[src/design/rc5bp_pkg.sv]
// Shared types and constants for the RC5 bi-phase frame decoder.
// Used by the symbol/result interfaces, the controller, the datapath and the top level.
package rc5bp_pkg;

	localparam int DUR_W     = 15;
	localparam int FRAME_BITS = 13;
	localparam int CNT_W     = 4;
	localparam int IDX_W     = 7;
	localparam int ADDR_W    = 5;
	localparam int CMD_W     = 7;
	localparam int TOL_W     = 10;
	localparam int CFG_IDX_W = 1;
	localparam int CFG_DATA_W = 10;

	localparam logic [CFG_IDX_W-1:0] CFG_MIN_BITS  = 1'b0;
	localparam logic [CFG_IDX_W-1:0] CFG_MATCH_TOL = 1'b1;

	localparam logic [CNT_W-1:0] MIN_BITS_RST = 4'd12;
	localparam logic [TOL_W-1:0] MATCH_TOL_RST = 10'd200;

	// controller -> datapath
	typedef struct packed {
		logic latch;       // input transfer, capture the symbol
		logic check;       // first-mark test
		logic load_mark;   // half-bit remainder from mark
		logic load_space;  // half-bit remainder from space
		logic step;        // feed one half-bit
		logic done_mark;   // close mark duration
		logic done_space;  // close space duration
		logic emit;        // write result, clear burst
	} cmd_t;

	// datapath -> controller
	typedef struct packed {
		logic take_ok;     // symbol's durations are decoded
		logic more;        // another half-bit to feed
		logic last;        // captured symbol ends the burst
		logic out_busy;    // result register still holds an untaken result
	} sts_t;

endpackage

[src/design/rc5bp_sym_if.sv]
// Input channel: one received IR symbol per transfer.
// Depends on rc5bp_pkg for field widths.
interface rc5bp_sym_if;
	import rc5bp_pkg::*;

	logic             valid;
	logic             ready;
	logic [DUR_W-1:0] mark_us;
	logic [DUR_W-1:0] gap_us;
	logic             last_symbol;

	modport source (output valid, mark_us, gap_us, last_symbol, input ready);
	modport sink (input valid, mark_us, gap_us, last_symbol, output ready);
endinterface

[src/design/rc5bp_res_if.sv]
// Output channel: one decoded frame result per transfer.
// Depends on rc5bp_pkg for field widths.
interface rc5bp_res_if;
	import rc5bp_pkg::*;

	logic              valid;
	logic              ready;
	logic              frame_ok;
	logic [ADDR_W-1:0] address;
	logic [CMD_W-1:0]  command;
	logic [CNT_W-1:0]  bits_decoded;

	modport source (output valid, frame_ok, address, command, bits_decoded, input ready);
	modport sink (input valid, frame_ok, address, command, bits_decoded, output ready);
endinterface

[src/design/rc5bp_ctrl.sv]
// Sequencer for the RC5 decoder: steps each symbol through first-mark test,
// half-bit feeding of mark and space, and result emission. Uses rc5bp_pkg.
module rc5bp_ctrl (
	input  logic            clk,
	input  logic            arst_n,
	input  logic            in_valid,
	output logic            in_ready,
	input  rc5bp_pkg::sts_t sts,
	output rc5bp_pkg::cmd_t cmd
);
	import rc5bp_pkg::*;

	typedef enum logic [2:0] {
		ST_IDLE,
		ST_CHECK,
		ST_GATE,
		ST_RUN_MARK,
		ST_RUN_SPACE,
		ST_EMIT
	} state_t;

	state_t state_q;

	assign in_ready = (state_q == ST_IDLE);

	always_comb begin
		cmd = '0;
		case (state_q)
			ST_IDLE:      cmd.latch = in_valid;
			ST_CHECK:     cmd.check = 1'b1;
			ST_GATE:      cmd.load_mark = sts.take_ok;
			ST_RUN_MARK: begin
				cmd.step       = sts.more;
				cmd.done_mark  = !sts.more;
				cmd.load_space = !sts.more;
			end
			ST_RUN_SPACE: begin
				cmd.step       = sts.more;
				cmd.done_space = !sts.more;
			end
			ST_EMIT:      cmd.emit = !sts.out_busy;
			default:      cmd = '0;
		endcase
	end

	always_ff @(posedge clk or negedge arst_n) begin
		if (!arst_n) begin
			state_q <= ST_IDLE;
		end else begin
			case (state_q)
				ST_IDLE: begin
					if (in_valid) state_q <= ST_CHECK;
				end
				ST_CHECK: state_q <= ST_GATE;
				ST_GATE: begin
					if (sts.take_ok)   state_q <= ST_RUN_MARK;
					else if (sts.last) state_q <= ST_EMIT;
					else               state_q <= ST_IDLE;
				end
				ST_RUN_MARK: begin
					if (!sts.more) state_q <= ST_RUN_SPACE;
				end
				ST_RUN_SPACE: begin
					if (!sts.more) state_q <= sts.last ? ST_EMIT : ST_IDLE;
				end
				ST_EMIT: begin
					if (!sts.out_busy) state_q <= ST_IDLE;
				end
				default: state_q <= ST_IDLE;
			endcase
		end
	end

endmodule

[src/design/rc5bp_dp.sv]
// Datapath for the RC5 decoder: config registers, burst state, half-bit
// remainder, bi-phase bit assembly and the result register. Uses rc5bp_pkg.
module rc5bp_dp #(
	parameter int HALF_BIT_US   = 889,
	parameter int MAX_DURATIONS = 64
) (
	input  logic                                 clk,
	input  logic                                 arst_n,
	input  logic                                 cfg_we,
	input  logic [rc5bp_pkg::CFG_IDX_W-1:0]      cfg_idx,
	input  logic [rc5bp_pkg::CFG_DATA_W-1:0]     cfg_wdata,
	input  logic [rc5bp_pkg::DUR_W-1:0]          mark_us,
	input  logic [rc5bp_pkg::DUR_W-1:0]          gap_us,
	input  logic                                 last_symbol,
	input  rc5bp_pkg::cmd_t                      cmd,
	output rc5bp_pkg::sts_t                      sts,
	output logic                                 res_valid,
	input  logic                                 res_ready,
	output logic                                 frame_ok,
	output logic [rc5bp_pkg::ADDR_W-1:0]         address,
	output logic [rc5bp_pkg::CMD_W-1:0]          command,
	output logic [rc5bp_pkg::CNT_W-1:0]          bits_decoded
);
	import rc5bp_pkg::*;

	// remainder holds d + HALF/2 and counts down one unit per fed half-bit
	localparam int REM_W = $clog2((1 << DUR_W) + HALF_BIT_US / 2);
	localparam int NEAR_W = DUR_W + 2;
	localparam logic [REM_W-1:0] UNIT = REM_W'(HALF_BIT_US);
	localparam logic [REM_W-1:0] ROUND = REM_W'(HALF_BIT_US / 2);
	localparam logic [NEAR_W-1:0] ONE_U = NEAR_W'(HALF_BIT_US);
	localparam logic [NEAR_W-1:0] TWO_U = NEAR_W'(HALF_BIT_US * 2);
	localparam logic [IDX_W-1:0] IDX_CAP = IDX_W'(MAX_DURATIONS);
	localparam logic [IDX_W-1:0] IDX_MAX = '1;
	localparam logic [CNT_W-1:0] FRAME_CNT = CNT_W'(FRAME_BITS);

	typedef enum logic [1:0] {
		PH_START,
		PH_FIRST,
		PH_SECOND,
		PH_STOP
	} phase_t;

	logic [CNT_W-1:0]      min_bits_q;
	logic [TOL_W-1:0]      tol_q;

	logic [DUR_W-1:0]      mark_q;
	logic [DUR_W-1:0]      space_q;
	logic                  last_q;
	logic [REM_W-1:0]      rem_q;

	logic                  first_seen_q;
	logic                  start_failed_q;
	logic [IDX_W-1:0]      idx_q;
	phase_t                phase_q;
	logic                  held_q;
	logic [FRAME_BITS-1:0] shift_q;
	logic [CNT_W-1:0]      count_q;

	logic                  res_valid_q;
	logic                  frame_ok_q;
	logic [ADDR_W-1:0]     address_q;
	logic [CMD_W-1:0]      command_q;
	logic [CNT_W-1:0]      bits_q;

	logic [NEAR_W-1:0]     mark_x;
	logic [NEAR_W-1:0]     diff1;
	logic [NEAR_W-1:0]     diff2;
	logic                  near_ok;
	logic                  level;
	logic [CNT_W-1:0]      bit_pos;
	logic                  ok;
	logic [DUR_W-1:0]      done_dur;

	always_comb begin
		mark_x  = NEAR_W'(mark_q);
		diff1   = (mark_x >= ONE_U) ? mark_x - ONE_U : ONE_U - mark_x;
		diff2   = (mark_x >= TWO_U) ? mark_x - TWO_U : TWO_U - mark_x;
		near_ok = (diff1 <= NEAR_W'(tol_q)) || (diff2 <= NEAR_W'(tol_q));
	end

	assign level   = ~idx_q[0];
	assign bit_pos = FRAME_CNT - 4'd1 - count_q;
	assign ok      = !start_failed_q && (phase_q != PH_START) && (count_q >= min_bits_q);
	assign done_dur = cmd.done_space ? space_q : mark_q;

	assign sts.take_ok  = !start_failed_q && (idx_q < IDX_CAP);
	assign sts.more     = (rem_q >= UNIT) && (phase_q != PH_STOP);
	assign sts.last     = last_q;
	assign sts.out_busy = res_valid_q && !res_ready;

	// configuration
	always_ff @(posedge clk or negedge arst_n) begin
		if (!arst_n) begin
			min_bits_q <= MIN_BITS_RST;
			tol_q      <= MATCH_TOL_RST;
		end else if (cfg_we) begin
			case (cfg_idx)
				CFG_MIN_BITS:  min_bits_q <= cfg_wdata[CNT_W-1:0];
				CFG_MATCH_TOL: tol_q <= cfg_wdata[TOL_W-1:0];
				default: ;
			endcase
		end
	end

	// symbol capture and half-bit remainder
	always_ff @(posedge clk) begin
		if (cmd.latch) begin
			mark_q  <= mark_us;
			space_q <= gap_us;
			last_q  <= last_symbol;
		end
		if (cmd.load_mark)       rem_q <= REM_W'(mark_q) + ROUND;
		else if (cmd.load_space) rem_q <= REM_W'(space_q) + ROUND;
		else if (cmd.step)       rem_q <= rem_q - UNIT;
	end

	// burst state
	always_ff @(posedge clk or negedge arst_n) begin
		if (!arst_n) begin
			first_seen_q   <= 1'b0;
			start_failed_q <= 1'b0;
			idx_q          <= '0;
			phase_q        <= PH_START;
			held_q         <= 1'b0;
			shift_q        <= '0;
			count_q        <= '0;
		end else if (cmd.emit) begin
			first_seen_q   <= 1'b0;
			start_failed_q <= 1'b0;
			idx_q          <= '0;
			phase_q        <= PH_START;
			held_q         <= 1'b0;
			shift_q        <= '0;
			count_q        <= '0;
		end else begin
			if (cmd.check && !first_seen_q) begin
				first_seen_q <= 1'b1;
				if (!near_ok) start_failed_q <= 1'b1;
			end
			if ((cmd.done_mark || cmd.done_space) && done_dur != '0 && idx_q != IDX_MAX)
				idx_q <= idx_q + 7'd1;
			if (cmd.step) begin
				case (phase_q)
					PH_START: begin
						if (level) begin
							phase_q <= PH_FIRST;
						end else begin
							start_failed_q <= 1'b1;
							phase_q        <= PH_STOP;
						end
					end
					PH_FIRST: begin
						held_q  <= level;
						phase_q <= PH_SECOND;
					end
					PH_SECOND: begin
						if (held_q != level && count_q < FRAME_CNT) begin
							// 0-then-1 is a one
							if (!held_q) shift_q[bit_pos] <= 1'b1;
							count_q <= count_q + 4'd1;
							phase_q <= (count_q + 4'd1 >= FRAME_CNT) ? PH_STOP : PH_FIRST;
						end else begin
							phase_q <= PH_STOP;
						end
					end
					default: phase_q <= PH_STOP;
				endcase
			end
		end
	end

	// result register
	always_ff @(posedge clk or negedge arst_n) begin
		if (!arst_n) begin
			res_valid_q <= 1'b0;
		end else if (cmd.emit) begin
			res_valid_q <= 1'b1;
		end else if (res_ready) begin
			res_valid_q <= 1'b0;
		end
	end

	always_ff @(posedge clk) begin
		if (cmd.emit) begin
			frame_ok_q <= ok;
			address_q  <= ok ? shift_q[10:6] : '0;
			// field bit is the first decoded bit; a zero marks the extended set
			command_q  <= ok ? {~shift_q[FRAME_BITS-1], shift_q[5:0]} : '0;
			bits_q     <= start_failed_q ? '0 : count_q;
		end
	end

	assign res_valid    = res_valid_q;
	assign frame_ok     = frame_ok_q;
	assign address      = address_q;
	assign command      = command_q;
	assign bits_decoded = bits_q;

	a_count_range: assert property (@(posedge clk) disable iff (!arst_n)
		count_q <= FRAME_CNT)
		else $error("bit count beyond frame length");

	a_full_stops: assert property (@(posedge clk) disable iff (!arst_n)
		count_q == FRAME_CNT |-> phase_q == PH_STOP)
		else $error("decoding continues past a full frame");

	a_emit_clears: assert property (@(posedge clk) disable iff (!arst_n)
		cmd.emit |=> count_q == '0 && phase_q == PH_START && !first_seen_q && res_valid_q)
		else $error("burst state not cleared on result");

endmodule

[src/design/rc5_biphase_frame_decoder.sv]
// RC5 bi-phase frame decoder, top level.
// Symbol handling: each symbol is captured, first-mark tested and gated; if its durations are skipped
// it is done, else the half-bits of its mark and then of its space are fed (at most 27 half-bits
// per burst); after the last symbol the result is written.
// One symbol is handled at a time; the next symbol is taken while one result waits.
// Reset (arst_n low, asynchronous) clears burst state, restores register defaults.
module rc5_biphase_frame_decoder #(
	parameter int HALF_BIT_US   = 889,
	parameter int MAX_DURATIONS = 64
) (
	input  logic                                 clk,
	input  logic                                 arst_n,
	input  logic                                 cfg_we,
	input  logic [rc5bp_pkg::CFG_IDX_W-1:0]      cfg_idx,
	input  logic [rc5bp_pkg::CFG_DATA_W-1:0]     cfg_wdata,
	rc5bp_sym_if.sink                            sym,
	rc5bp_res_if.source                          res
);
	import rc5bp_pkg::*;

	cmd_t cmd;
	sts_t sts;

	rc5bp_ctrl u_ctrl (
		.clk      (clk),
		.arst_n   (arst_n),
		.in_valid (sym.valid),
		.in_ready (sym.ready),
		.sts      (sts),
		.cmd      (cmd)
	);

	rc5bp_dp #(
		.HALF_BIT_US   (HALF_BIT_US),
		.MAX_DURATIONS (MAX_DURATIONS)
	) u_dp (
		.clk          (clk),
		.arst_n       (arst_n),
		.cfg_we       (cfg_we),
		.cfg_idx      (cfg_idx),
		.cfg_wdata    (cfg_wdata),
		.mark_us      (sym.mark_us),
		.gap_us       (sym.gap_us),
		.last_symbol  (sym.last_symbol),
		.cmd          (cmd),
		.sts          (sts),
		.res_valid    (res.valid),
		.res_ready    (res.ready),
		.frame_ok     (res.frame_ok),
		.address      (res.address),
		.command      (res.command),
		.bits_decoded (res.bits_decoded)
	);

endmodule
[src/flat_wrapper.sv]
// flat-port wrapper written by rule: the top's interface ports become plain ports
module rc5_biphase_frame_decoder_flat import rc5bp_pkg::*;
#(
	parameter int HALF_BIT_US   = 889,
	parameter int MAX_DURATIONS = 64
)
  (clk, arst_n, cfg_we, cfg_idx, cfg_wdata, sym_valid, sym_mark_us, sym_gap_us, sym_last_symbol, sym_ready, res_valid, res_frame_ok, res_address, res_command, res_bits_decoded, res_ready);
  rc5bp_sym_if sym_i ();
  rc5bp_res_if res_i ();
  input  logic clk;
  input  logic arst_n;
  input  logic cfg_we;
  input  logic [rc5bp_pkg::CFG_IDX_W-1:0] cfg_idx;
  input  logic [rc5bp_pkg::CFG_DATA_W-1:0] cfg_wdata;
  input wire logic [$bits(sym_i.valid)-1:0] sym_valid;
  input wire logic [$bits(sym_i.mark_us)-1:0] sym_mark_us;
  input wire logic [$bits(sym_i.gap_us)-1:0] sym_gap_us;
  input wire logic [$bits(sym_i.last_symbol)-1:0] sym_last_symbol;
  output wire logic [$bits(sym_i.ready)-1:0] sym_ready;
  output wire logic [$bits(res_i.valid)-1:0] res_valid;
  output wire logic [$bits(res_i.frame_ok)-1:0] res_frame_ok;
  output wire logic [$bits(res_i.address)-1:0] res_address;
  output wire logic [$bits(res_i.command)-1:0] res_command;
  output wire logic [$bits(res_i.bits_decoded)-1:0] res_bits_decoded;
  input wire logic [$bits(res_i.ready)-1:0] res_ready;
  assign sym_i.valid = sym_valid;
  assign sym_i.mark_us = sym_mark_us;
  assign sym_i.gap_us = sym_gap_us;
  assign sym_i.last_symbol = sym_last_symbol;
  assign sym_ready = sym_i.ready;
  assign res_valid = res_i.valid;
  assign res_frame_ok = res_i.frame_ok;
  assign res_address = res_i.address;
  assign res_command = res_i.command;
  assign res_bits_decoded = res_i.bits_decoded;
  assign res_i.ready = res_ready;
  rc5_biphase_frame_decoder #(.HALF_BIT_US(HALF_BIT_US), .MAX_DURATIONS(MAX_DURATIONS)) u_core (.clk(clk), .arst_n(arst_n), .cfg_we(cfg_we), .cfg_idx(cfg_idx), .cfg_wdata(cfg_wdata), .sym(sym_i), .res(res_i));
endmodule
[config.mk]
export PLATFORM = sky130hd
export DESIGN_NAME = rc5_biphase_frame_decoder_flat
export DESIGN_NICKNAME = d
export VERILOG_FILES = /design/src/design/rc5bp_pkg.sv /design/src/design/rc5bp_sym_if.sv /design/src/design/rc5bp_res_if.sv /design/src/design/rc5bp_ctrl.sv /design/src/design/rc5bp_dp.sv /design/src/design/rc5_biphase_frame_decoder.sv /design/src/flat_wrapper.sv
export SDC_FILE = /design/constraint.sdc
export NUM_CORES = 1
export LEC_CHECK = 0
export ABC_AREA = 1
export BUFFER_PORTS_ARGS = -buffer_cell sky130_fd_sc_hd__buf_2
export CAP_MARGIN = 20
export CORE_MARGIN = 2
export CORE_UTILIZATION = 30
export DETAILED_ROUTE_END_ITERATION = 10
export GPL_TIMING_DRIVEN = 0
export PLACE_DENSITY = 0.43
export SLEW_MARGIN = 20
export SYNTH_ARGS = -nofsm -noshare
export SYNTH_HDL_FRONTEND = slang
export SYNTH_HIERARCHICAL = 1
export SYNTH_SLANG_ARGS = --single-unit
[constraint.sdc]
create_clock -name clk -period 8.7 [get_ports clk]
set_clock_uncertainty 0.1 [all_clocks]
set_input_delay 1.305 -clock clk [delete_from_list [all_inputs] [get_ports clk]]
set_output_delay 1.305 -clock clk [all_outputs]
set_load 0.05 [all_outputs]
==> parameters.txt, run 1 <==
Parameter                              Value

Place
  Post-detailed-placement cell area    8440 um2
  Worst slack, placed    4.81 ns
  Buffers on Ports    65
  Detailed-placement wirelength estimate    15900 um
  Routability congestion estimate from global placement    0.867

Timing
  Highest attainable clock frequency    260 MHz
  Fin Hold WS    0.377 ns
  Final Hold Fails    0
  Number of slew-limit violations in the final report    0
  Setup_tns    0 ns
  Final period utilization    44.1%
  Tightest Pin Transition    0.738 ns
  Setup repair after global routing missed its margin    no
  Setup-failing EPs final    0
  Setup slack of the critical path after layout    4.86 ns
  Minimum clock period    3.84 ns
  Max_slew headroom    50.6%

Floorplanning
  Boundary Pins    66
  Effective utilization at floorplan    30.5%
  Die outline area    26800 um2
  Y dimension of the die    164 um
  Floorplan core area    25100 um2
  Number of placement rows    58
  Horizontal extent of the die    164 um

Drt
  DRT Pass-1 Iters    5
  Total length of routed wires    20300 um
  Iteration-0 DRC count of the detailed router    422
  Total via count in the routed design    6492
  Drt wl/cell    14.6 um
  DR DRC count    0
  Number of vias per cell after detailed routing    4.66
  Post-DRT Antenna Nets    0

Clock tree
  Clock tree root buffer cell    sky130_fd_sc_hd__clkbuf_16
  Number of sinks on the clock net    110
  Number of H-tree levels    3
  Hold_buf cts    0
  Post-CTS setup buffer count    0
  Reg clk slew, reported paths    0.09 ns
  Number of buffers between clock root and the deepest sink    2
  Clock latency on the worst-skew pair    0.37 ns
  Clock tree from TritonCTS    built
  Resize count post-CTS    0
  Total CTS buffers    9

Synth
  Unique masters post-synth    54
  Synthesis Warnings    6
  Synth Area in XOR/XNOR    2.86%
  Portion of the post-synthesis area used by sequential elements    40.2%
  Dominant combinational cell family by area after synthesis    simple AND/OR/NAND/NOR gates
  Post-synth net total    1069
  Area share of the leading cell type in the synthesized netlist    25.1%
  Simple-gate share of the synthesized area    29.2%
  Fraction of the mapped netlist area in adder cells    6.70%
  Flops & latches, synth    110
  Synthesized area per cell    7.80 um2
  Compound-gate portion of the synthesized area    11.0%
  Most area-hungry cell type in the Yosys netlist    sky130_fd_sc_hd__edfxtp_1
  Post-synthesis instance area    7650 um2
  Fraction of synthesized area in multiplexers    0.131%
  Instance count of the mapped netlist    981
  Leading cell types by total area after synthesis    sky130_fd_sc_hd__edfxtp_1, sky130_fd_sc_hd__dfrtp_1, sky130_fd_sc_hd__nand2_1

Final layout
  Final design instance area without fill    8750 um2
  # nets final    1147
  Fraction of layout cells with a size suffix above 1    16.0%
  Area growth from synthesis to final layout    14.4%
  Utilization after layout    34.9%
  Final antenna diode count    0

Setup path
  Arr. time, crit path    4.03 ns
  Crit path launch type    flip-flop
  Worst Path Max Fanout    10
  Critical path class    reg2reg
  Nature of the critical path endpoint    flip-flop
  Crit path required time    8.89 ns

Power
  Share of power burned in the clock network    18.8%
  Sw Ratio    44.5%
  Comb power frac    44.5%
  Internal power component    1310 uW
  Sw Pwr    1050 uW
  Total power per unit cell area    270 nW/um2
  Leak    0.00404 uW
  Seq pwr share    36.7%
  Maximum ir drop on the vdd rail    102 uV

Global route
  GR Util All Layers    15.8%
  Leftover overflow at the end of global routing    0
  Number of global-route vias before repair    6210
  Initial antenna violation count    0
  Largest net degree at the start of global routing    47
  First-pass GRT wire length    32900 um

Run status
  Outcome    finished, final reports clean

Min path
  Worst min path class    reg2reg

Run
  Max Cap Violations    0
[layout by cell type, fill, tap and decap left out, types with 7 or more instances in the layout]
master,count
sky130_fd_sc_hd__clkbuf_16,9
sky130_fd_sc_hd__nand3_1,88
sky130_fd_sc_hd__nor2_2,8
sky130_fd_sc_hd__nand4_1,13
sky130_fd_sc_hd__inv_2,12
sky130_fd_sc_hd__xor2_1,21
sky130_fd_sc_hd__dfrtp_1,41
sky130_fd_sc_hd__nor3_1,10
sky130_fd_sc_hd__edfxtp_1,64
sky130_fd_sc_hd__nand2_2,10
sky130_fd_sc_hd__buf_2,64
sky130_fd_sc_hd__ha_1,41
sky130_fd_sc_hd__nor2_1,110
sky130_fd_sc_hd__nand2_4,10
sky130_fd_sc_hd__buf_6,8
sky130_fd_sc_hd__o21ai_0,49
sky130_fd_sc_hd__inv_1,129
sky130_fd_sc_hd__a21oi_1,48
sky130_fd_sc_hd__nand2_1,222
sky130_fd_sc_hd__o221ai_1,7
sky130_fd_sc_hd__clkbuf_1,10
[metal layers]
metal	up-vias	GRT usage (%)	wire length (um)	part of all wire, %
met3	17	2.45	762	3.8
met4	0	3.63	248	1.2
met5	-	0	0	0
li1	3381	-	-	-
met2	124	25.3	9170	45
met1	2970	22.3	10100	50
[registers in the layout, indices dropped and copies added, names as in the netlist, 2 cells and up]
register	count
u_core/u_dp/tol_q	10
u_core/u_dp/shift_q	12
u_core/u_dp/bits_decoded	4
u_core/u_dp/address	5
u_core/u_dp/idx_q	7
u_core/u_dp/space_q	15
u_core/u_dp/min_bits_q	4
u_core/u_dp/phase_q	2
u_core/u_dp/mark_q	15
u_core/u_dp/count_q	4
u_core/u_dp/command	7
u_core/u_dp/rem_q	16
u_core/u_ctrl/state_q	3
[cell usage after synthesis (all sizes together)]
| master | count |
|---|---|
| a22oi | 2 |
| a31oi | 7 |
| nor2 | 124 |
| nand2 | 243 |
| mux2i | 1 |
| a21oi | 49 |
| o221ai | 7 |
| nor4 | 3 |
| o211ai | 2 |
| a2111oi | 1 |
| nand3 | 92 |
| nor3 | 10 |
| buf | 14 |
| a21o | 1 |
| dfstp | 5 |
| o2111ai | 1 |
| o21bai | 1 |
| nand4 | 13 |
| nand3b | 2 |
| ha | 41 |
| xor2 | 21 |
| o31ai | 3 |
| o22ai | 5 |
| inv | 145 |
| clkbuf | 10 |
| and2 | 1 |
| a211oi | 2 |
| o21ai | 61 |
| edfxtp | 64 |
| clkinv | 3 |
| dfrtp | 41 |
| xnor2 | 4 |
| or2 | 2 |
[critical path, cell delays in order (launching register included)]
cell and delay (ns):
sky130_fd_sc_hd__edfxtp_1 0.56, sky130_fd_sc_hd__inv_1 0.23, sky130_fd_sc_hd__ha_1 0.28, sky130_fd_sc_hd__inv_1 0.06
sky130_fd_sc_hd__nand2_1 0.04, sky130_fd_sc_hd__nand2_1 0.18, sky130_fd_sc_hd__nand2_2 0.10, sky130_fd_sc_hd__nand2_4 0.08
sky130_fd_sc_hd__nand2_4 0.06, sky130_fd_sc_hd__nand2_4 0.11, sky130_fd_sc_hd__buf_12 0.14, sky130_fd_sc_hd__nand2_2 0.06
sky130_fd_sc_hd__o22ai_2 0.12, sky130_fd_sc_hd__xor2_1 0.21, sky130_fd_sc_hd__inv_1 0.07, sky130_fd_sc_hd__ha_1 0.29
sky130_fd_sc_hd__nand2_1 0.05, sky130_fd_sc_hd__nor2_1 0.16, sky130_fd_sc_hd__nand3b_1 0.10, sky130_fd_sc_hd__nand3_1 0.09
sky130_fd_sc_hd__nand2_1 0.05, sky130_fd_sc_hd__nand2_1 0.05, sky130_fd_sc_hd__nand2_1 0.11, sky130_fd_sc_hd__nand2_1 0.08
sky130_fd_sc_hd__nor2_1 0.04, sky130_fd_sc_hd__nand2_1 0.11, sky130_fd_sc_hd__nand3_1 0.10, sky130_fd_sc_hd__a21oi_1 0.13
[power groups by stage]
stage / Sequential (uW) / Combinational, uW / Clock [uW]
2_1_floorplan: 878 / 761 / 0
3_3_place_gp: 881 / 1040 / 0
3_5_place_dp: 877 / 1060 / 0
4_1_cts: 867 / 1060 / 465
5_1_grt: 887 / 1210 / 477
6_report: 867 / 1050 / 443
[kinds of logic (layout without fill, tap and decap cells)]
| logic type | Yosys count | in the layout |
|---|---|---|
| compound gates | 142 | 142 |
| mux | 1 | 1 |
| xor+xnor | 25 | 25 |
| flops | 110 | 110 |
| buf+inv | 172 | 255 |
| fa+ha+maj | 41 | 41 |
| simple gates | 490 | 490 |
[worst paths after layout]
kind	startpoint	to	slack [ns]	cells past startpoint
min in group asynchronous	arst_n	u_core/u_dp/shift_q[10]$_DFFE_PN0P_	0.83	1
setup / recovery	u_core/u_dp/mark_q[1]$_DFFE_PP_	u_core/u_dp/start_failed_q$_DFF_PN0_	4.86	27
hold reg to reg	u_core/u_dp/idx_q[5]$_DFFE_PN0P_	u_core/u_dp/idx_q[5]$_DFFE_PN0P_	0.38	1
hold / removal	u_core/u_dp/idx_q[5]$_DFFE_PN0P_	u_core/u_dp/idx_q[5]$_DFFE_PN0P_	0.38	1
setup reg to reg	u_core/u_dp/mark_q[1]$_DFFE_PP_	u_core/u_dp/start_failed_q$_DFF_PN0_	4.86	27
max in group asynchronous	arst_n	u_core/u_dp/tol_q[8]$_DFFE_PN0P_	7.25	1
[metrics by stage]
step           cells  power, uW
4_1_cts         1394       2400
6_report        1394       2360
5_1_grt         1394       2570
3_5_place_dp    1378       1940
3_3_place_gp    1376       1930
2_1_floorplan    981       1640
[layout make-up]
class / instances / area (um2)
Buffer: 24 / 189
Multi-Input combinational cell: 699 / 3830
Clock buffer: 9 / 225
Tap cell: 330 / 413
Clock inverter: 7 / 91.3
Inverter: 148 / 569
Timing Repair Buffer: 67 / 359
Sequential cell: 110 / 3080
Fill cell: 2762 / 16400
Power figures use the tool's default switching activity.
==> run 2: changes to the inputs <==
==> constraint.sdc (replaced) <==
create_clock -name clk -period 4 [get_ports clk]
set_clock_uncertainty 0.1 [all_clocks]
set_input_delay 0.6 -clock clk [delete_from_list [all_inputs] [get_ports clk]]
set_output_delay 0.6 -clock clk [all_outputs]
set_load 0.05 [all_outputs]
==> run 2 against run 1 <==
Effect of this change:
- die area unchanged
- routed wire length rose by 0.49%
- sequential share of layout area fell by 0.15 points
- combinational power increased by 120%
- core utilization is 0.15 points higher
- total power is 120% higher
- final cell count up 0.29%
- non-clock buffer count increased by 4
- flip-flop and latch count stayed put
- maximum frequency up 4.7%
- global-route usage stayed put
- critical path type unchanged
- critical endpoint unchanged
- largest cell class unchanged
- highest routed layer unchanged
==> parameters.txt, run 2 (synthesis results as in run 1) <==
Parameter                              Value

Global route
  Largest net degree at the start of global routing    47
  GR Util All Layers    15.8%
  Leftover overflow at the end of global routing    0
  Number of global-route vias before repair    6210
  Initial antenna violation count    0
  First-pass GRT wire length    32900 um

Floorplanning
  Floorplan core area    25100 um2
  Y dimension of the die    164 um
  Boundary Pins    66
  Effective utilization at floorplan    30.5%
  Die outline area    26800 um2
  Horizontal extent of the die    164 um
  Number of placement rows    58

Place
  Post-detailed-placement cell area    8440 um2
  Detailed-placement wirelength estimate    15900 um
  Worst slack, placed    0.115 ns
  Routability congestion estimate from global placement    0.867
  Buffers on Ports    65

Setup path
  Crit path launch type    flip-flop
  Critical path class    reg2reg
  Nature of the critical path endpoint    flip-flop
  Crit path required time    4.13 ns
  Worst Path Max Fanout    10
  Arr. time, crit path    3.80 ns

Timing
  Minimum clock period    3.67 ns
  Setup-failing EPs final    0
  Setup repair after global routing missed its margin    no
  Highest attainable clock frequency    273 MHz
  Setup_tns    0 ns
  Number of slew-limit violations in the final report    0
  Setup slack of the critical path after layout    0.332 ns
  Fin Hold WS    0.124 ns
  Tightest Pin Transition    0.755 ns
  Final Hold Fails    0
  Final period utilization    91.7%
  Max_slew headroom    49.6%

Final layout
  Area growth from synthesis to final layout    14.8%
  Fraction of layout cells with a size suffix above 1    16.7%
  # nets final    1151
  Number of fill cells    2760
  Top reg by flops    u_core/u_dp/rem_q
  Final design instance area without fill    8790 um2
  Final antenna diode count    0
  Number of flip-flops under the largest register name    16
  Registers with the highest flip-flop counts    u_core/u_dp/rem_q (16), u_core/u_dp/mark_q (15), u_core/u_dp/space_q (15)
  Commonest cells after routing, fill and taps aside    sky130_fd_sc_hd__nand2_1, sky130_fd_sc_hd__inv_1, sky130_fd_sc_hd__nor2_1
  Leading cell type in the layout, fill and taps excluded    sky130_fd_sc_hd__nand2_1

Drt
  Total length of routed wires    20400 um
  DR DRC count    0
  DRT Pass-1 Iters    5
  Iteration-0 DRC count of the detailed router    446
  Total via count in the routed design    6537
  Post-DRT Antenna Nets    0
  Highest routed metal layer    met4
  Met3 Routed Length    780 um
  Drt wl/cell    14.6 um
  Post-route met1 wirelength    10200 um
  Number of vias per cell after detailed routing    4.68
  Met2 wirelength from detailed routing    9230 um

Clock tree
  Reg clk slew, reported paths    0.09 ns
  Clock tree root buffer cell    sky130_fd_sc_hd__clkbuf_16
  Clock tree from TritonCTS    built
  Number of sinks on the clock net    110
  Total CTS buffers    9
  Hold_buf cts    0
  Number of H-tree levels    3
  Number of buffers between clock root and the deepest sink    2
  Clock latency on the worst-skew pair    0.37 ns

Min path
  Worst min path class    in2async

Power
  Maximum ir drop on the vdd rail    222 uV
  Total power per unit cell area    587 nW/um2
  Total Power    5160 uW
  Leak    0.00406 uW

Run status
  Outcome    finished, final reports clean

Run
  Max Cap Violations    0
run 2: changes by cell type in the layout (fill, tap and decap cells not counted), sizes merged:
cell / previous run / this run
buf: 81 / 85
run 2: path summary, 6_finish.rpt:
path	to	startpoint	cells past startpoint	slack, ns
setup / recovery	u_core/u_dp/start_failed_q$_DFF_PN0_	u_core/u_dp/mark_q[2]$_DFFE_PP_	22	0.33
hold / removal	u_core/u_dp/shift_q[10]$_DFFE_PN0P_	arst_n	1	0.12
setup reg to reg	u_core/u_dp/start_failed_q$_DFF_PN0_	u_core/u_dp/mark_q[2]$_DFFE_PP_	22	0.33
hold reg to reg	u_core/u_dp/idx_q[5]$_DFFE_PN0P_	u_core/u_dp/idx_q[5]$_DFFE_PN0P_	1	0.38
max in group asynchronous	u_core/u_dp/tol_q[8]$_DFFE_PN0P_	arst_n	1	3.25
min in group clk	u_core/u_dp/space_q[5]$_DFFE_PP_	sym_gap_us[5]	1	0.31
run 2: timing repair:
action                     CTS  global route
setup endpoints to repair    0             1
gates resized for setup      0             5
buffers inserted             0             4
run 2: layout make-up:
cell class | count | area (um2) | area share, %
multi-input combinational | 699 | 3830 | 43.6
sequential | 110 | 3080 | 35.0
inverter | 148 | 572 | 6.51
tap | 330 | 413 | 4.70
timing repair buffer | 71 | 389 | 4.43
clock buffer | 9 | 225 | 2.56
buffer | 24 | 189 | 2.15
clock inverter | 7 | 91.3 | 1.04
run 2: critical path, stage by stage, from the launching register on:
cell                       delay, ns
sky130_fd_sc_hd__edfxtp_1       0.51
sky130_fd_sc_hd__inv_2          0.18
sky130_fd_sc_hd__ha_1           0.21
sky130_fd_sc_hd__nand2_1        0.08
sky130_fd_sc_hd__nor2_1         0.20
sky130_fd_sc_hd__nand3_1        0.16
sky130_fd_sc_hd__nand2_2        0.14
sky130_fd_sc_hd__nor2_8         0.07
sky130_fd_sc_hd__buf_8          0.15
sky130_fd_sc_hd__o21ai_2        0.18
sky130_fd_sc_hd__xor2_1         0.17
sky130_fd_sc_hd__inv_1          0.06
sky130_fd_sc_hd__ha_1           0.30
sky130_fd_sc_hd__a21oi_1        0.14
sky130_fd_sc_hd__o21ai_0        0.10
sky130_fd_sc_hd__nand2_1        0.07
sky130_fd_sc_hd__nand3_1        0.08
sky130_fd_sc_hd__nand2_1        0.11
sky130_fd_sc_hd__nand3_1        0.12
sky130_fd_sc_hd__nor2_1         0.10
sky130_fd_sc_hd__nand2_1        0.11
sky130_fd_sc_hd__nand3_1        0.13
sky130_fd_sc_hd__a21oi_1        0.07
run 2: per-stage QoR:
| step | std cells | util, % |
|---|---|---|
| final | 1398 | 35.0 |
| after global routing | 1398 | 35.0 |
| after CTS | 1394 | 34.9 |
| after detailed placement | 1378 | 33.6 |
| after global placement | 1376 | 33.4 |
| after floorplan | 981 | - |
run 2: power breakdown:
group / total (uW) / switching, uW / internal (uW)
Combinational: 2310 / 1540 / 772
Clock: 964 / 508 / 456
Sequential: 1880 / 248 / 1630
Total: 5160 / 2290 / 2860
run 2: per-layer routing:
layer	GRT usage, %	up-vias
li1	-	3394
met1	22.3	3007
met2	25.3	123
met3	2.45	13
met4	3.63	0
met5	0	-
==> run 3: changes to the inputs <==
--- a/config.mk
+++ b/config.mk
@@ -5,7 +5,6 @@
 export SDC_FILE = /design/constraint.sdc
 export NUM_CORES = 1
 export LEC_CHECK = 0
-export ABC_AREA = 1
 export BUFFER_PORTS_ARGS = -buffer_cell sky130_fd_sc_hd__buf_2
 export CAP_MARGIN = 20
 export CORE_MARGIN = 2
==> run 3 against run 2 <==
Effect of this change:
- combinational power rose by 7%
- worst hold slack improved by 0.026 ns
- non-clock buffer count rose by 22
- clock-buffer cell count rose by 1
- die area fell by 8.4%
- first-iteration DRC count fell by 17%
- final cell count fell by 20%
- core utilization rose by 1.6 points
- total power rose by 3.5%
- synthesized area fell by 8.6%
- synthesized cell count fell by 28%
- cell area fell by 5.2%
- critical path type unchanged
- critical endpoint unchanged
==> parameters.txt, run 3 <==
Parameter                              Value

Synth
  Synthesized area per cell    9.83 um2
  Post-synth top flop    sky130_fd_sc_hd__edfxtp_1
  Simple-gate share of the synthesized area    18.0%
  Most frequent cell after synthesis    sky130_fd_sc_hd__nor2_1
  Number of enable flip-flop cells after synthesis    64
  Leading cell types by total area after synthesis    sky130_fd_sc_hd__edfxtp_1, sky130_fd_sc_hd__dfrtp_1, sky130_fd_sc_hd__ha_1
  Fraction of the mapped netlist area in adder cells    7.34%
  Unique masters post-synth    76
  Most area-hungry cell type in the Yosys netlist    sky130_fd_sc_hd__edfxtp_1
  Synthesis Warnings    6
  Proportion of register bits with asynchronous set or reset after synthesis    41.8%
  Flops & latches, synth    110
  Fraction of synthesized area in multiplexers    3.58%
  Compound-gate portion of the synthesized area    14.5%
  Area share of the leading cell type in the synthesized netlist    27.5%
  Instance count of the mapped netlist    711
  Portion of the post-synthesis area used by sequential elements    44.0%
  Leading cell types by count after synthesis    sky130_fd_sc_hd__nor2_1, sky130_fd_sc_hd__edfxtp_1, sky130_fd_sc_hd__a21oi_1, sky130_fd_sc_hd__nand2_1
  Post-synthesis instance area    6990 um2
  Post-synth net total    799
  Dominant combinational cell family by area after synthesis    simple AND/OR/NAND/NOR gates
  Synth Area in XOR/XNOR    7.77%

Clock tree
  Hold_buf cts    0
  Number of sinks on the clock net    110
  Clock latency on the worst-skew pair    0.35 ns
  Reg clk slew, reported paths    0.08 ns
  Clock tree from TritonCTS    built
  Number of H-tree levels    3
  Number of buffers between clock root and the deepest sink    2
  Clock tree root buffer cell    sky130_fd_sc_hd__clkbuf_16
  Total CTS buffers    9

Floorplanning
  Y dimension of the die    157 um
  Die outline area    24500 um2
  Boundary Pins    66
  Effective utilization at floorplan    30.7%
  Number of placement rows    55
  Floorplan core area    22800 um2
  Horizontal extent of the die    157 um

Power
  Maximum ir drop on the vdd rail    207 uV
  Leak    0.00336 uW
  Total power per unit cell area    641 nW/um2

Drt
  Total via count in the routed design    5483
  Total length of routed wires    18100 um
  Number of vias per cell after detailed routing    4.90
  DR DRC count    0
  DRT Pass-1 Iters    5
  Post-DRT Antenna Nets    0
  Drt wl/cell    16.2 um
  Iteration-0 DRC count of the detailed router    370

Final layout
  FF+latch area    3080 um2
  Total area of multi-input combinational cells    3740 um2
  Leading cell type in the layout, fill and taps excluded    sky130_fd_sc_hd__nor2_1
  Post-layout instance count excluding filler cells    1120
  Registers with the highest flip-flop counts    u_core/u_dp/rem_q (16), u_core/u_dp/mark_q (15), u_core/u_dp/space_q (15)
  Number of fill cells    2309
  Top reg by flops    u_core/u_dp/rem_q
  Area growth from synthesis to final layout    19.1%
  Utilization after layout    36.6%
  Final antenna diode count    0
  # nets final    890
  Fraction of layout cells with a size suffix above 1    21.1%
  Commonest cells after routing, fill and taps aside    sky130_fd_sc_hd__nor2_1, sky130_fd_sc_hd__buf_2, sky130_fd_sc_hd__edfxtp_1
  Number of flip-flops under the largest register name    16

Timing
  Final period utilization    99.6%
  Setup-failing EPs final    0
  Setup_tns    0 ns
  Number of slew-limit violations in the final report    0
  Highest attainable clock frequency    251 MHz
  Minimum clock period    3.98 ns
  Max_slew headroom    55.9%
  Final Hold Fails    0
  Setup repair after global routing missed its margin    yes
  Tightest Pin Transition    0.655 ns

Place
  Buffers on Ports    65
  Routability congestion estimate from global placement    0.904
  Detailed-placement wirelength estimate    13800 um
  Number of instances in the placed design    1091

Run status
  Outcome    finished, final reports clean

Global route
  Largest net degree at the start of global routing    47
  Leftover overflow at the end of global routing    0
  Initial antenna violation count    0
  First-pass GRT wire length    29000 um
  Number of global-route vias before repair    5434
  GR Util All Layers    15.1%

Setup path
  Critical path class    reg2reg
  Nature of the critical path endpoint    flip-flop
  Arr. time, crit path    4.12 ns
  Crit path required time    4.14 ns
  Crit path launch type    flip-flop
  Worst Path Max Fanout    4

Run
  Max Cap Violations    0

Min path
  Worst min path class    in2async
==> run 3: cell families after synthesis <==
| logic type | after synthesis |
|---|---|
| buffers and inverters | 75 |
| flip-flops | 110 |
| adder cells (fa/ha/maj) | 41 |
| AND/OR/NAND/NOR | 248 |
| multiplexers | 23 |
| AO/OA/AOI/OAI | 152 |
| XOR/XNOR | 62 |
==> run 3: worst max-delay path: stages (launching register included) <==
cell and delay, ns:
sky130_fd_sc_hd__edfxtp_1 0.39, sky130_fd_sc_hd__buf_6 0.13, sky130_fd_sc_hd__or4_4 0.53, sky130_fd_sc_hd__a311oi_4 0.32, sky130_fd_sc_hd__o31ai_4 0.14, sky130_fd_sc_hd__buf_6 0.15, sky130_fd_sc_hd__a41oi_2 0.20, sky130_fd_sc_hd__a21oi_4 0.06
sky130_fd_sc_hd__xnor2_2 0.15, sky130_fd_sc_hd__ha_1 0.31, sky130_fd_sc_hd__a21o_1 0.17, sky130_fd_sc_hd__a21o_1 0.18, sky130_fd_sc_hd__a2111oi_4 0.29, sky130_fd_sc_hd__o31ai_2 0.13, sky130_fd_sc_hd__a21oi_2 0.15, sky130_fd_sc_hd__nand4_1 0.10
sky130_fd_sc_hd__o311a_1 0.37
==> run 3: through the flow <==
stage | setup slack (ns) | hold WS [ns] | area (um2) | total power, uW
detailed placement | -0.645 | 0.374 | 7750 | 4310
floorplan | 0.152 | 0.204 | 6990 | 3630
CTS | 0.0105 | 0.297 | 8180 | 5310
global route | -0.204 | 0.202 | 8330 | 5790
finish | 0.0169 | 0.151 | 8330 | 5340
global placement | -0.841 | 0.368 | 7710 | 4260
==> run 3: layer usage <==
metal,vias to the layer above,global-route usage (%),wire (um)
met4,0,5.33,381
met1,2582,20.8,8590
met5,-,0,0
met3,24,1.97,691
li1,2735,-,-
met2,142,24.4,8450
==> run 3: report_power, final <==
group / internal [uW] / total (uW) / switching [uW]
sequential: 1670 / 1940 / 269
clock: 475 / 922 / 448
combinational: 975 / 2480 / 1500
==> run 3: worst paths after layout <==
| path | start | endpoint | slack, ns | cells past startpoint |
|---|---|---|---|---|
| max in group asynchronous | arst_n | u_core/u_dp/idx_q[2]$_DFFE_PN0P_ | 3.22 | 1 |
| min in group clk | sym_gap_us[0] | u_core/u_dp/space_q[0]$_DFFE_PP_ | 0.32 | 1 |
| worst min-delay path | arst_n | u_core/u_dp/tol_q[1]$_DFFE_PN0P_ | 0.15 | 1 |
| worst max register to register | u_core/u_dp/mark_q[12]$_DFFE_PP_ | u_core/u_dp/start_failed_q$_DFF_PN0_ | 0.02 | 16 |
| worst max-delay path | u_core/u_dp/mark_q[12]$_DFFE_PP_ | u_core/u_dp/start_failed_q$_DFF_PN0_ | 0.02 | 16 |
| worst min register to register | u_core/u_dp/first_seen_q$_DFFE_PN0P_ | u_core/u_dp/first_seen_q$_DFFE_PN0P_ | 0.39 | 2 |
==> run 3: final cells by class <==
cell class	instances	area share, %
sequential	110	37.0
timing repair buffer	80	5.48
clock inverter	6	0.706
buffer	37	2.55
inverter	38	1.74
clock buffer	10	3.00
tap	313	4.70
multi-input combinational	526	44.8
==> run 3: timing repair <==
| action | 4_1_cts | 5_1_grt |
|---|---|---|
| setup endpoints to repair | 1 | 32 |
| gates resized for setup | 18 | 19 |
| pin swaps | 10 | 17 |
| setup buffers | 7 | 6 |
